<file path="src/rtl/hcfe_pkg.sv">
// Shared types and constants for the hex command frame encoder.
`default_nettype none
package hcfe_pkg;

    localparam logic [7:0] CHAR_COLON   = 8'h3A;
    localparam logic [7:0] CHAR_NEWLINE = 8'h0A;

    typedef enum logic [2:0] {
        SEL_COLON,
        SEL_DATA_HI,
        SEL_DATA_LO,
        SEL_CHK_HI,
        SEL_CHK_LO,
        SEL_NEWLINE
    } char_sel_t;

    typedef struct packed {
        logic      load;
        logic      emit;
        char_sel_t sel;
        logic      eor;
    } hcfe_cmd_t;

    typedef struct packed {
        logic in_first;
        logic last;
        logic final_byte;
        logic out_free;
    } hcfe_status_t;

    function automatic logic [7:0] hex_char(input logic [3:0] nib);
        logic [7:0] c;
        if (nib < 4'd10) begin
            c = 8'h30 + {4'd0, nib};
        end
        else begin
            c = 8'h37 + {4'd0, nib};
        end
        return c;
    endfunction

endpackage
`default_nettype wire

</file>
<file path="src/rtl/hex_command_frame_encoder_core.sv">
// Top level of the hex command frame encoder: sequencer plus datapath.
// The first character of a request is registered once the sequencer has left idle and the
// output register is free. A request gives 2 to 12 characters; a new one waits for idle.
// One character per cycle goes out through one output register while out_ready is high.
// Reset (rst_n low, asynchronous): sequencer idle, output empty, byte sum zero.
`default_nettype none
module hex_command_frame_encoder_core (
    input  wire logic        clk,
    input  wire logic        rst_n,
    input  wire logic        in_valid,
    output logic             in_ready,
    input  wire logic [31:0] field_value,
    input  wire logic [1:0]  field_size,
    input  wire logic        first_field,
    input  wire logic        last_field,
    output logic             out_valid,
    input  wire logic        out_ready,
    output logic [7:0]       char_out,
    output logic             end_of_run
);
    import hcfe_pkg::*;

    hcfe_cmd_t    cmd;
    hcfe_status_t st;

    // Sequencer: take a request when idle, then advance one character each
    // time the output register frees up; drop back to idle on the final one.
    hcfe_ctrl u_ctrl (
        .clk      (clk),
        .rst_n    (rst_n),
        .in_valid (in_valid),
        .in_ready (in_ready),
        .st       (st),
        .cmd      (cmd)
    );

    // Datapath: hold the field, pick bytes low first, keep the frame sum,
    // and register each ASCII character for the consumer.
    hcfe_dp u_dp (
        .clk         (clk),
        .rst_n       (rst_n),
        .field_value (field_value),
        .field_size  (field_size),
        .first_field (first_field),
        .last_field  (last_field),
        .char_out    (char_out),
        .end_of_run  (end_of_run),
        .out_valid   (out_valid),
        .out_ready   (out_ready),
        .cmd         (cmd),
        .st          (st)
    );

endmodule
`default_nettype wire

</file>
<file path="src/rtl/hcfe_ctrl.sv">
// Sequencer: colon if first field, data bytes, checksum and newline if last.
`default_nettype none
module hcfe_ctrl (
    input  wire logic                  clk,
    input  wire logic                  rst_n,
    input  wire logic                  in_valid,
    output logic                       in_ready,
    input  wire hcfe_pkg::hcfe_status_t st,
    output hcfe_pkg::hcfe_cmd_t        cmd
);
    import hcfe_pkg::*;

    typedef enum logic [2:0] {
        S_IDLE,
        S_COLON,
        S_DHI,
        S_DLO,
        S_CHI,
        S_CLO,
        S_NL
    } state_t;

    state_t state_reg, state_next;

    assign in_ready = (state_reg == S_IDLE);

    always_comb
    begin
        state_next = state_reg;
        cmd.load   = 1'b0;
        cmd.emit   = 1'b0;
        cmd.sel    = SEL_COLON;
        cmd.eor    = 1'b0;
        case (state_reg)
            S_IDLE:
            begin
                if (in_valid) begin
                    cmd.load   = 1'b1;
                    state_next = st.in_first ? S_COLON : S_DHI;
                end
            end
            S_COLON:
            begin
                cmd.sel = SEL_COLON;
                if (st.out_free) begin
                    cmd.emit   = 1'b1;
                    state_next = S_DHI;
                end
            end
            S_DHI:
            begin
                cmd.sel = SEL_DATA_HI;
                if (st.out_free) begin
                    cmd.emit   = 1'b1;
                    state_next = S_DLO;
                end
            end
            S_DLO:
            begin
                cmd.sel = SEL_DATA_LO;
                cmd.eor = st.final_byte && !st.last;
                if (st.out_free) begin
                    cmd.emit = 1'b1;
                    if (!st.final_byte) begin
                        state_next = S_DHI;
                    end
                    else if (st.last) begin
                        state_next = S_CHI;
                    end
                    else begin
                        state_next = S_IDLE;
                    end
                end
            end
            S_CHI:
            begin
                cmd.sel = SEL_CHK_HI;
                if (st.out_free) begin
                    cmd.emit   = 1'b1;
                    state_next = S_CLO;
                end
            end
            S_CLO:
            begin
                cmd.sel = SEL_CHK_LO;
                if (st.out_free) begin
                    cmd.emit   = 1'b1;
                    state_next = S_NL;
                end
            end
            S_NL:
            begin
                cmd.sel = SEL_NEWLINE;
                cmd.eor = 1'b1;
                if (st.out_free) begin
                    cmd.emit   = 1'b1;
                    state_next = S_IDLE;
                end
            end
            default:
            begin
                state_next = S_IDLE;
            end
        endcase
    end

    always_ff @(posedge clk or negedge rst_n)
    begin
        if (!rst_n) begin
            state_reg <= S_IDLE;
        end
        else begin
            state_reg <= state_next;
        end
    end

endmodule
`default_nettype wire

</file>
<file path="src/rtl/hcfe_dp.sv">
// Datapath: field hold, byte select, running sum, hex conversion, output register.
`default_nettype none
module hcfe_dp (
    input  wire logic                  clk,
    input  wire logic                  rst_n,
    input  wire logic [31:0]           field_value,
    input  wire logic [1:0]            field_size,
    input  wire logic                  first_field,
    input  wire logic                  last_field,
    output logic [7:0]                 char_out,
    output logic                       end_of_run,
    output logic                       out_valid,
    input  wire logic                  out_ready,
    input  wire hcfe_pkg::hcfe_cmd_t   cmd,
    output hcfe_pkg::hcfe_status_t     st
);
    import hcfe_pkg::*;

    logic [31:0] value_reg;
    logic [1:0]  last_idx_reg;
    logic [1:0]  idx_reg;
    logic        last_reg;
    logic [7:0]  sum_reg;
    logic [7:0]  char_reg;
    logic        eor_reg;
    logic        valid_reg;
    logic [7:0]  cur_byte;
    logic [7:0]  check;
    logic [7:0]  char_next;

    always_comb
    begin
        case (idx_reg)
            2'd0:    cur_byte = value_reg[7:0];
            2'd1:    cur_byte = value_reg[15:8];
            2'd2:    cur_byte = value_reg[23:16];
            default: cur_byte = value_reg[31:24];
        endcase
    end

    assign check = 8'd0 - sum_reg;

    always_comb
    begin
        case (cmd.sel)
            SEL_COLON:   char_next = CHAR_COLON;
            SEL_DATA_HI: char_next = hex_char(cur_byte[7:4]);
            SEL_DATA_LO: char_next = hex_char(cur_byte[3:0]);
            SEL_CHK_HI:  char_next = hex_char(check[7:4]);
            SEL_CHK_LO:  char_next = hex_char(check[3:0]);
            default:     char_next = CHAR_NEWLINE;
        endcase
    end

    assign st.in_first   = first_field;
    assign st.last       = last_reg;
    assign st.final_byte = (idx_reg == last_idx_reg);
    assign st.out_free   = !valid_reg || out_ready;

    assign char_out   = char_reg;
    assign end_of_run = eor_reg;
    assign out_valid  = valid_reg;

    // Hold the field, track the next byte, and register each character and end flag.
    always_ff @(posedge clk)
    begin
        if (cmd.load) begin
            value_reg <= field_value;
            last_reg  <= last_field;
            idx_reg   <= 2'd0;
            case (field_size)
                2'd0:    last_idx_reg <= 2'd0;
                2'd1:    last_idx_reg <= 2'd1;
                default: last_idx_reg <= 2'd3;
            endcase
        end
        else if (cmd.emit && cmd.sel == SEL_DATA_LO) begin
            idx_reg <= idx_reg + 2'd1;
        end
        if (cmd.emit) begin
            char_reg <= char_next;
            eor_reg  <= cmd.eor;
        end
    end

    always_ff @(posedge clk or negedge rst_n)
    begin
        if (!rst_n) begin
            sum_reg   <= 8'd0;
            valid_reg <= 1'b0;
        end
        else begin
            if (cmd.load && first_field) begin
                sum_reg <= 8'd0;
            end
            else if (cmd.emit && cmd.sel == SEL_DATA_LO) begin
                sum_reg <= sum_reg + cur_byte;
            end
            else if (cmd.emit && cmd.sel == SEL_NEWLINE) begin
                sum_reg <= 8'd0;
            end
            if (cmd.emit) begin
                valid_reg <= 1'b1;
            end
            else if (out_ready) begin
                valid_reg <= 1'b0;
            end
        end
    end

endmodule
`default_nettype wire
</file>
<file path="config.mk">
export PLATFORM = sky130hd
export DESIGN_NAME = hex_command_frame_encoder_core
export DESIGN_NICKNAME = d
export VERILOG_FILES = /design/src/rtl/hcfe_pkg.sv /design/src/rtl/hex_command_frame_encoder_core.sv /design/src/rtl/hcfe_ctrl.sv /design/src/rtl/hcfe_dp.sv
export SDC_FILE = /design/constraint.sdc
export NUM_CORES = 1
export LEC_CHECK = 0
export BUFFER_PORTS_ARGS = -buffer_cell sky130_fd_sc_hd__buf_2
export CORE_AREA = 3 3 85 87
export CTS_CLUSTER_SIZE = 8
export DETAILED_ROUTE_END_ITERATION = 8
export DIE_AREA = 0 0 88 90
export GPL_TIMING_DRIVEN = 0
export PLACE_DENSITY_LB_ADDON = 0.08
export SYNTH_ARGS = -nofsm -noshare
export SYNTH_HDL_FRONTEND = slang
export SYNTH_SLANG_ARGS = --single-unit
</file>
<file path="constraint.sdc">
create_clock -name clk -period 3.15 [get_ports clk]
set_input_delay 0 -clock clk [delete_from_list [all_inputs] [get_ports clk]]
set_output_delay 0 -clock clk [all_outputs]
set_load 0.02 [all_outputs]
</file>
# Word-level counts from Yosys, hierarchy flattened
# Cells that the tools add are included.
word_totals:
  ramBits: 0
  regBits: 58
  latchBits: 0
  romBits: 0
  elab_cells: 88
  inputBits: 40
  memories: 0
  out_inout_bits: 11
op_classes:
  n_reduce_logical: 14
  magnitude_cmp: 4
  eq_ne: 22
  add_sub_neg: 11
  div: 0
  n_mux: 28
  mul: 0
  n_bitwise: 0
  shift: 0
op_table:
  columns: ["operator", "count"]
  rows:
  - ["$add 6x4->7 const A", 8]
  - ["$mux 8", 7]
  - ["$pmux 8 s5", 1]
  - ["$mux 3", 9]
  - ["$pmux 4 s6", 1]
  - ["$pmux 8 s3", 1]
  - ["$pmux 3 s7", 1]
  - ["$lt 4x4->1 const B", 4]
  - ["$eq 3x3->1 const B", 5]
  - ["$ne 2x2->1 const B", 7]
  - ["$eq 3x2->1 const B", 4]
  - ["$add 8x8->8", 1]
  - ["$sub 1x8->8 const A", 1]
  - ["$reduce_and 7->1", 1]
  - ["$eq 3x1->1 const B", 2]
  - ["$logic_not 3->1", 2]
  - ["$mux 1", 5]
  - ["$eq 2x1->1 const B", 2]
  - ["$logic_and 1x1->1", 4]
  - ["$logic_not 2->1", 2]
  - ["$pmux 2 s2", 1]
  - ["$reduce_bool 3->1", 1]
  - ["$add 2x1->2 const B", 1]
  - ["$eq 2x2->1", 1]
  - ["6 further kinds", 7]

# Logic depth before layout (Yosys ltp)
depth:
  word_depth: 9
  depth_mapped: 14
  mapped_depth_nobuf: 13

# Hierarchy
# A second synthesis with hierarchy kept.
unflattened:
  hier_cells: 327
  area_unflattened_um2: 3389.5
modules_own_cells:
  columns: ["mod", "area_per_inst_um2", "n_inst", "seq_area_each_um2", "cells_per_inst"]
  rows:
  - ["hcfe_dp", 3105.5, 1, 1556.5, 289]
  - ["hcfe_ctrl", 284.0, 1, 75.1, 38]

# Worst setup path before layout
# No wires, ideal clock.
synth_timing:
  kind: "register -> register"
  startpoint: "register u_dp.idx_reg[0]"
  endpoint: "register u_dp.sum_reg[6]"
  setup_ns: 0.122
  path_slack_ns: 0.244
  path_buffers: 1
  period_less_slack_ns: 2.906
  path_stages_with_launch: 15
  required_time_ns: 3.028
  arrival_ns: 2.784
  path_cell_list: "dfxtp_1 inv_1 ha_1 buf_6 a222oi_1 nand2_1 nand2_2 inv_2 ha_1 nor2b_1 o21ai_1 a21boi_1 o21a_1 or3_1 a32o_1"
synth_via:
  elab_chain_len: 5
  elab_cells_between_ends: 7
  cone_classes: "add/sub: 1; eq/ne: 2; mux: 3; reduce/logical: 1"
synth_rtl:
  columns: ["item", "line", "source"]
  rows:
  - ["start: declaration", "hcfe_dp.sv:21", "logic [1:0] idx_reg;"]
  - ["start signal: assignment", "hcfe_dp.sv:78", "idx_reg <= idx_reg + 2'd1;"]
  - ["$eq 2x2->1 (tied with other cells)", "hcfe_dp.sv:33", "case (idx_reg)"]
  - ["$pmux 8 s3 (*)", "hcfe_dp.sv:33", null]
  - ["$add 8x8->8 (*)", "hcfe_dp.sv:97", "sum_reg <= sum_reg + cur_byte;"]
  - ["$mux 8 (*)", "hcfe_dp.sv:96", "else if (cmd.emit && cmd.sel == SEL_DATA_LO) begin"]
  - ["$mux 8 (*)", "hcfe_dp.sv:93", "if (cmd.load && first_field) begin"]
  - ["end signal: assignment", "hcfe_dp.sv:97", null]
  - ["end: declaration", "hcfe_dp.sv:23", "logic [7:0] sum_reg;"]
# Mark *: on every way between the ends. The rest lies on a longest branch, timed or not.
# A chain may end at the register's enable or synchronous reset.

# Worst setup path in the final report
layout_timing:
  startpoint: "register u_dp.idx_reg[1]"
  endpoint: "register u_dp.sum_reg[6]"
# The elaborated chain is that of the path after synthesis.

==> reports/results.tsv <==
metric	value	unit
clk sinks	57	
# setup viols final	0	
count of different cell masters after synthesis	64	
Antenna diodes	0	
critical path's top delay family	compound AO/OA/AOI/OAI gates	
Placer Congestion	0.8489	
IO buf count	49	
total track usage	21.26	%
CTS Root Cell	clkbuf_8	
post-synthesis sequential area ratio	48.44	%
post-layout util	67.66	%
met2 GRT Util	34.48	%
CP max stage delay	0.45	ns
syn_area_per_cell	10.59	um2
post-synth net total	373	
synth warn	0	
global route total overflow	0	
r2r startpoint	u_dp.idx_reg[1]	
Placement Setup Slack	-0.07887	ns
buffers and inverters on the worst path	2	
fillers	494	
DIE HEIGHT	90	um
clk slew on worst S/H paths	0.07	ns
commonest non-fill, non-tap cell in the layout	buf_2	
hpwl dp	5172	um
H-tree depth	3	
synthesized flop and latch total	57	
worst reg2reg endpoint	u_dp.sum_reg[6]	
Max stage delay cell, worst path	a222oi_1	
Antenna Nets Post-Route	0	
Final Max Tran Viols	0	
initial antenna violation count	0	
placed cells	444	
cell depth of the worst setup path	13	
max-capacitance violation count	0	
crit path from	u_dp.idx_reg[1]	
most frequent cells in the layout	51 x buf_2, 43 x edfxtp_1, 37 x dlygate4sd3_1	
Pwr Density	1084	nW/um2
worst setup path end	u_dp.sum_reg[6]	
Iter 0 DRT Violations	156	
residual DRC count	0	
max reg flops	32	
post-route cell area	4345	um2
area post-placement	3711	um2
CTS buffer count	9	
grt met3 use	6.033	%
Area Growth Syn to Fin	29.01	%
die area	7920	um2
critical path cell sequence	inv_1, ha_1, a222oi_1, a21oi_2, ha_2, inv_1, fa_2, nor2b_1, o21ai_1, a21boi_2, o21a_1, or3_1, a32o_1	
Synth Flop Type	edfxtp_1	
Final Power	0.004710	W
Max Fanout on Critical Path	8	
Leakage	1.718	nW
pin count of the biggest net entering global routing	39	
Critical Path RT	3.37	ns
Post-Syn Instances	318	
CP arrival	3.21	ns
first-pass GRT wire length	13100	um
Worst IR Drop VDD	0.4529	mV
Slew HR	34.61	%
Initial Util	52.44	%
Hold Vio Cnt, Final	0	
Crit. End Element	flip-flop	
via count	2837	
Tcrit/Tclk final	94.90	%
I/O Pins	51	
Nets	475	
Mapped Area	3368	um2
Total Routed Length	8000	um
router iterations before antenna repair	5	
vias in the first global route	2769	
final cell count without fillers	502	
Most common cell on crit path	inv_1	
fmax	334.5	MHz
share of layout cells above drive strength 1	26.12	%
asr flop ratio synth	21.05	%
register-to-register setup slack	0.16	ns
Clock Latency Late Sink	0.33	ns
WL/cell	15.94	um
measured slew at the worst slew-check pin	0.9733	ns
count of flip-flops with a built-in enable after synthesis	43	
CTS tree	built	
Clock Skews	0.009315	ns
met1 Use GR	27.04	%
core area	6422	um2
Critical Path Start Type	flip-flop	
setup ws final	0.1607	ns
Rows	29	
outcome	complete, no violations	
HP Class	input port to async pin	
clock period minus worst slack	2.989	ns
Setup CP Type	flip-flop to flip-flop	
Vias/cell	5.651	
Chip Width	88	um
R2R cell count	13	
Clock Path Buffers	2	
GR peak layer	met2	
-- worst min path at each step --
stage               start             endpoint  slack (ns)  depth (start not counted)
detailed placement  rst_n      u_dp.sum_reg[5]       -0.09                          1
finish              rst_n  u_ctrl.state_reg[1]        0.09                          2
floorplan           rst_n  u_ctrl.state_reg[0]       -0.30                          0
global route        rst_n  u_ctrl.state_reg[2]        0.10                          2
CTS                 rst_n  u_ctrl.state_reg[1]         0.1                          2
global placement    rst_n      u_dp.sum_reg[5]       -0.09                          1
-- area by class of cell --
| type | count | area (um2) | share of cell area, % |
|---|---|---|---|
| well taps | 77 | 96.34 | 2.217 |
| clock buffers | 10 | 127.6 | 2.937 |
| plain buffers | 16 | 111.4 | 2.563 |
| multi-input cells | 223 | 1575 | 36.25 |
| repair buffers | 92 | 660.6 | 15.20 |
| inverters | 21 | 78.83 | 1.814 |
| clock inverters | 6 | 58.81 | 1.353 |
| flip-flops and latches | 57 | 1637 | 37.66 |
-- power by group --
| group | switching [W] | total [W] | internal, W | leakage (nW) |
|---|---|---|---|---|
| registers | 0.000129 | 0.00117 | 0.00104 | 0.555 |
| clock network | 0.000293 | 0.000653 | 0.000360 | 0.0897 |
| logic | 0.00165 | 0.00289 | 0.00124 | 1.07 |
| total | 0.00207 | 0.00471 | 0.00264 | 1.72 |
-- cell usage after synthesis (3+ instances only) --
master | count | area, um2
a31oi_1 | 4 | 25.02
a21oi_1 | 14 | 70.07
o21ai_1 | 4 | 20.02
nand3_1 | 8 | 40.04
xor2_1 | 5 | 43.79
dfrtp_1 | 12 | 300.3
inv_2 | 4 | 15.01
clkbuf_1 | 5 | 18.77
nor3_1 | 7 | 35.03
nor2b_1 | 6 | 37.54
inv_1 | 17 | 63.81
ha_1 | 14 | 175.2
a222oi_1 | 8 | 80.08
nand2_1 | 29 | 108.9
buf_6 | 3 | 33.78
edfxtp_1 | 43 | 1291
and2_1 | 3 | 18.77
buf_4 | 7 | 52.55
nor2_1 | 23 | 86.33
o221ai_1 | 4 | 35.03
nand2b_1 | 6 | 37.54
a22o_1 | 4 | 35.03
o211ai_1 | 4 | 30.03
o21ai_0 | 12 | 60.06
xnor2_1 | 14 | 122.6
-- cells by family (layout without fill, tap and decap cells) --
kind of cell	Yosys count	in the layout	share of synthesized area (%)
AOI/OAI and AO/OA	92	92	20.77
xor gates and xnor gates	19	19	4.941
adders and majority gates	15	15	5.795
buffers and inverters	38	145	5.758
DFF	57	57	48.44
other	1	1	0.1113
and+or+nand+nor	96	96	14.19
-- metrics by stage --
stage / setup TNS (ns) / hold WS [ns]
2_1_floorplan: 0 / -0.2956
3_3_place_gp: -0.07278 / -0.08934
3_5_place_dp: -0.07887 / -0.08924
4_1_cts: 0 / 0.09514
5_1_grt: -0.01518 / 0.1001
6_report: 0 / 0.08745
-- worst reg2reg max path, stage by stage (launching register included) --
cell      delay [ns]
dfxtp_2         0.37
inv_1           0.08
ha_1            0.30
a222oi_1        0.45
a21oi_2         0.13
ha_2            0.20
inv_1           0.07
fa_2            0.20
nor2b_1         0.05
o21ai_1         0.20
a21boi_2        0.09
o21a_1          0.19
or3_1           0.30
a32o_1          0.24
-- routing by layer --
metal	vias up	part of all wire, %	wire length, um
met2	89	49	3932
met3	16	5.5	436
met1	1340	43	3479
met4	0	1.9	151
li1	1392	-	-
met5	-	0	0
-- repair_timing --
item                                   CTS  global route
buffers inserted                         0             6
gates resized for setup                  4             6
endpoints found under the hold margin   47             0
setup endpoints to repair                2             2
hold buffers                            37             0
pin swaps                                1            10
No activity file was read; power rests on OpenSTA's default activity.
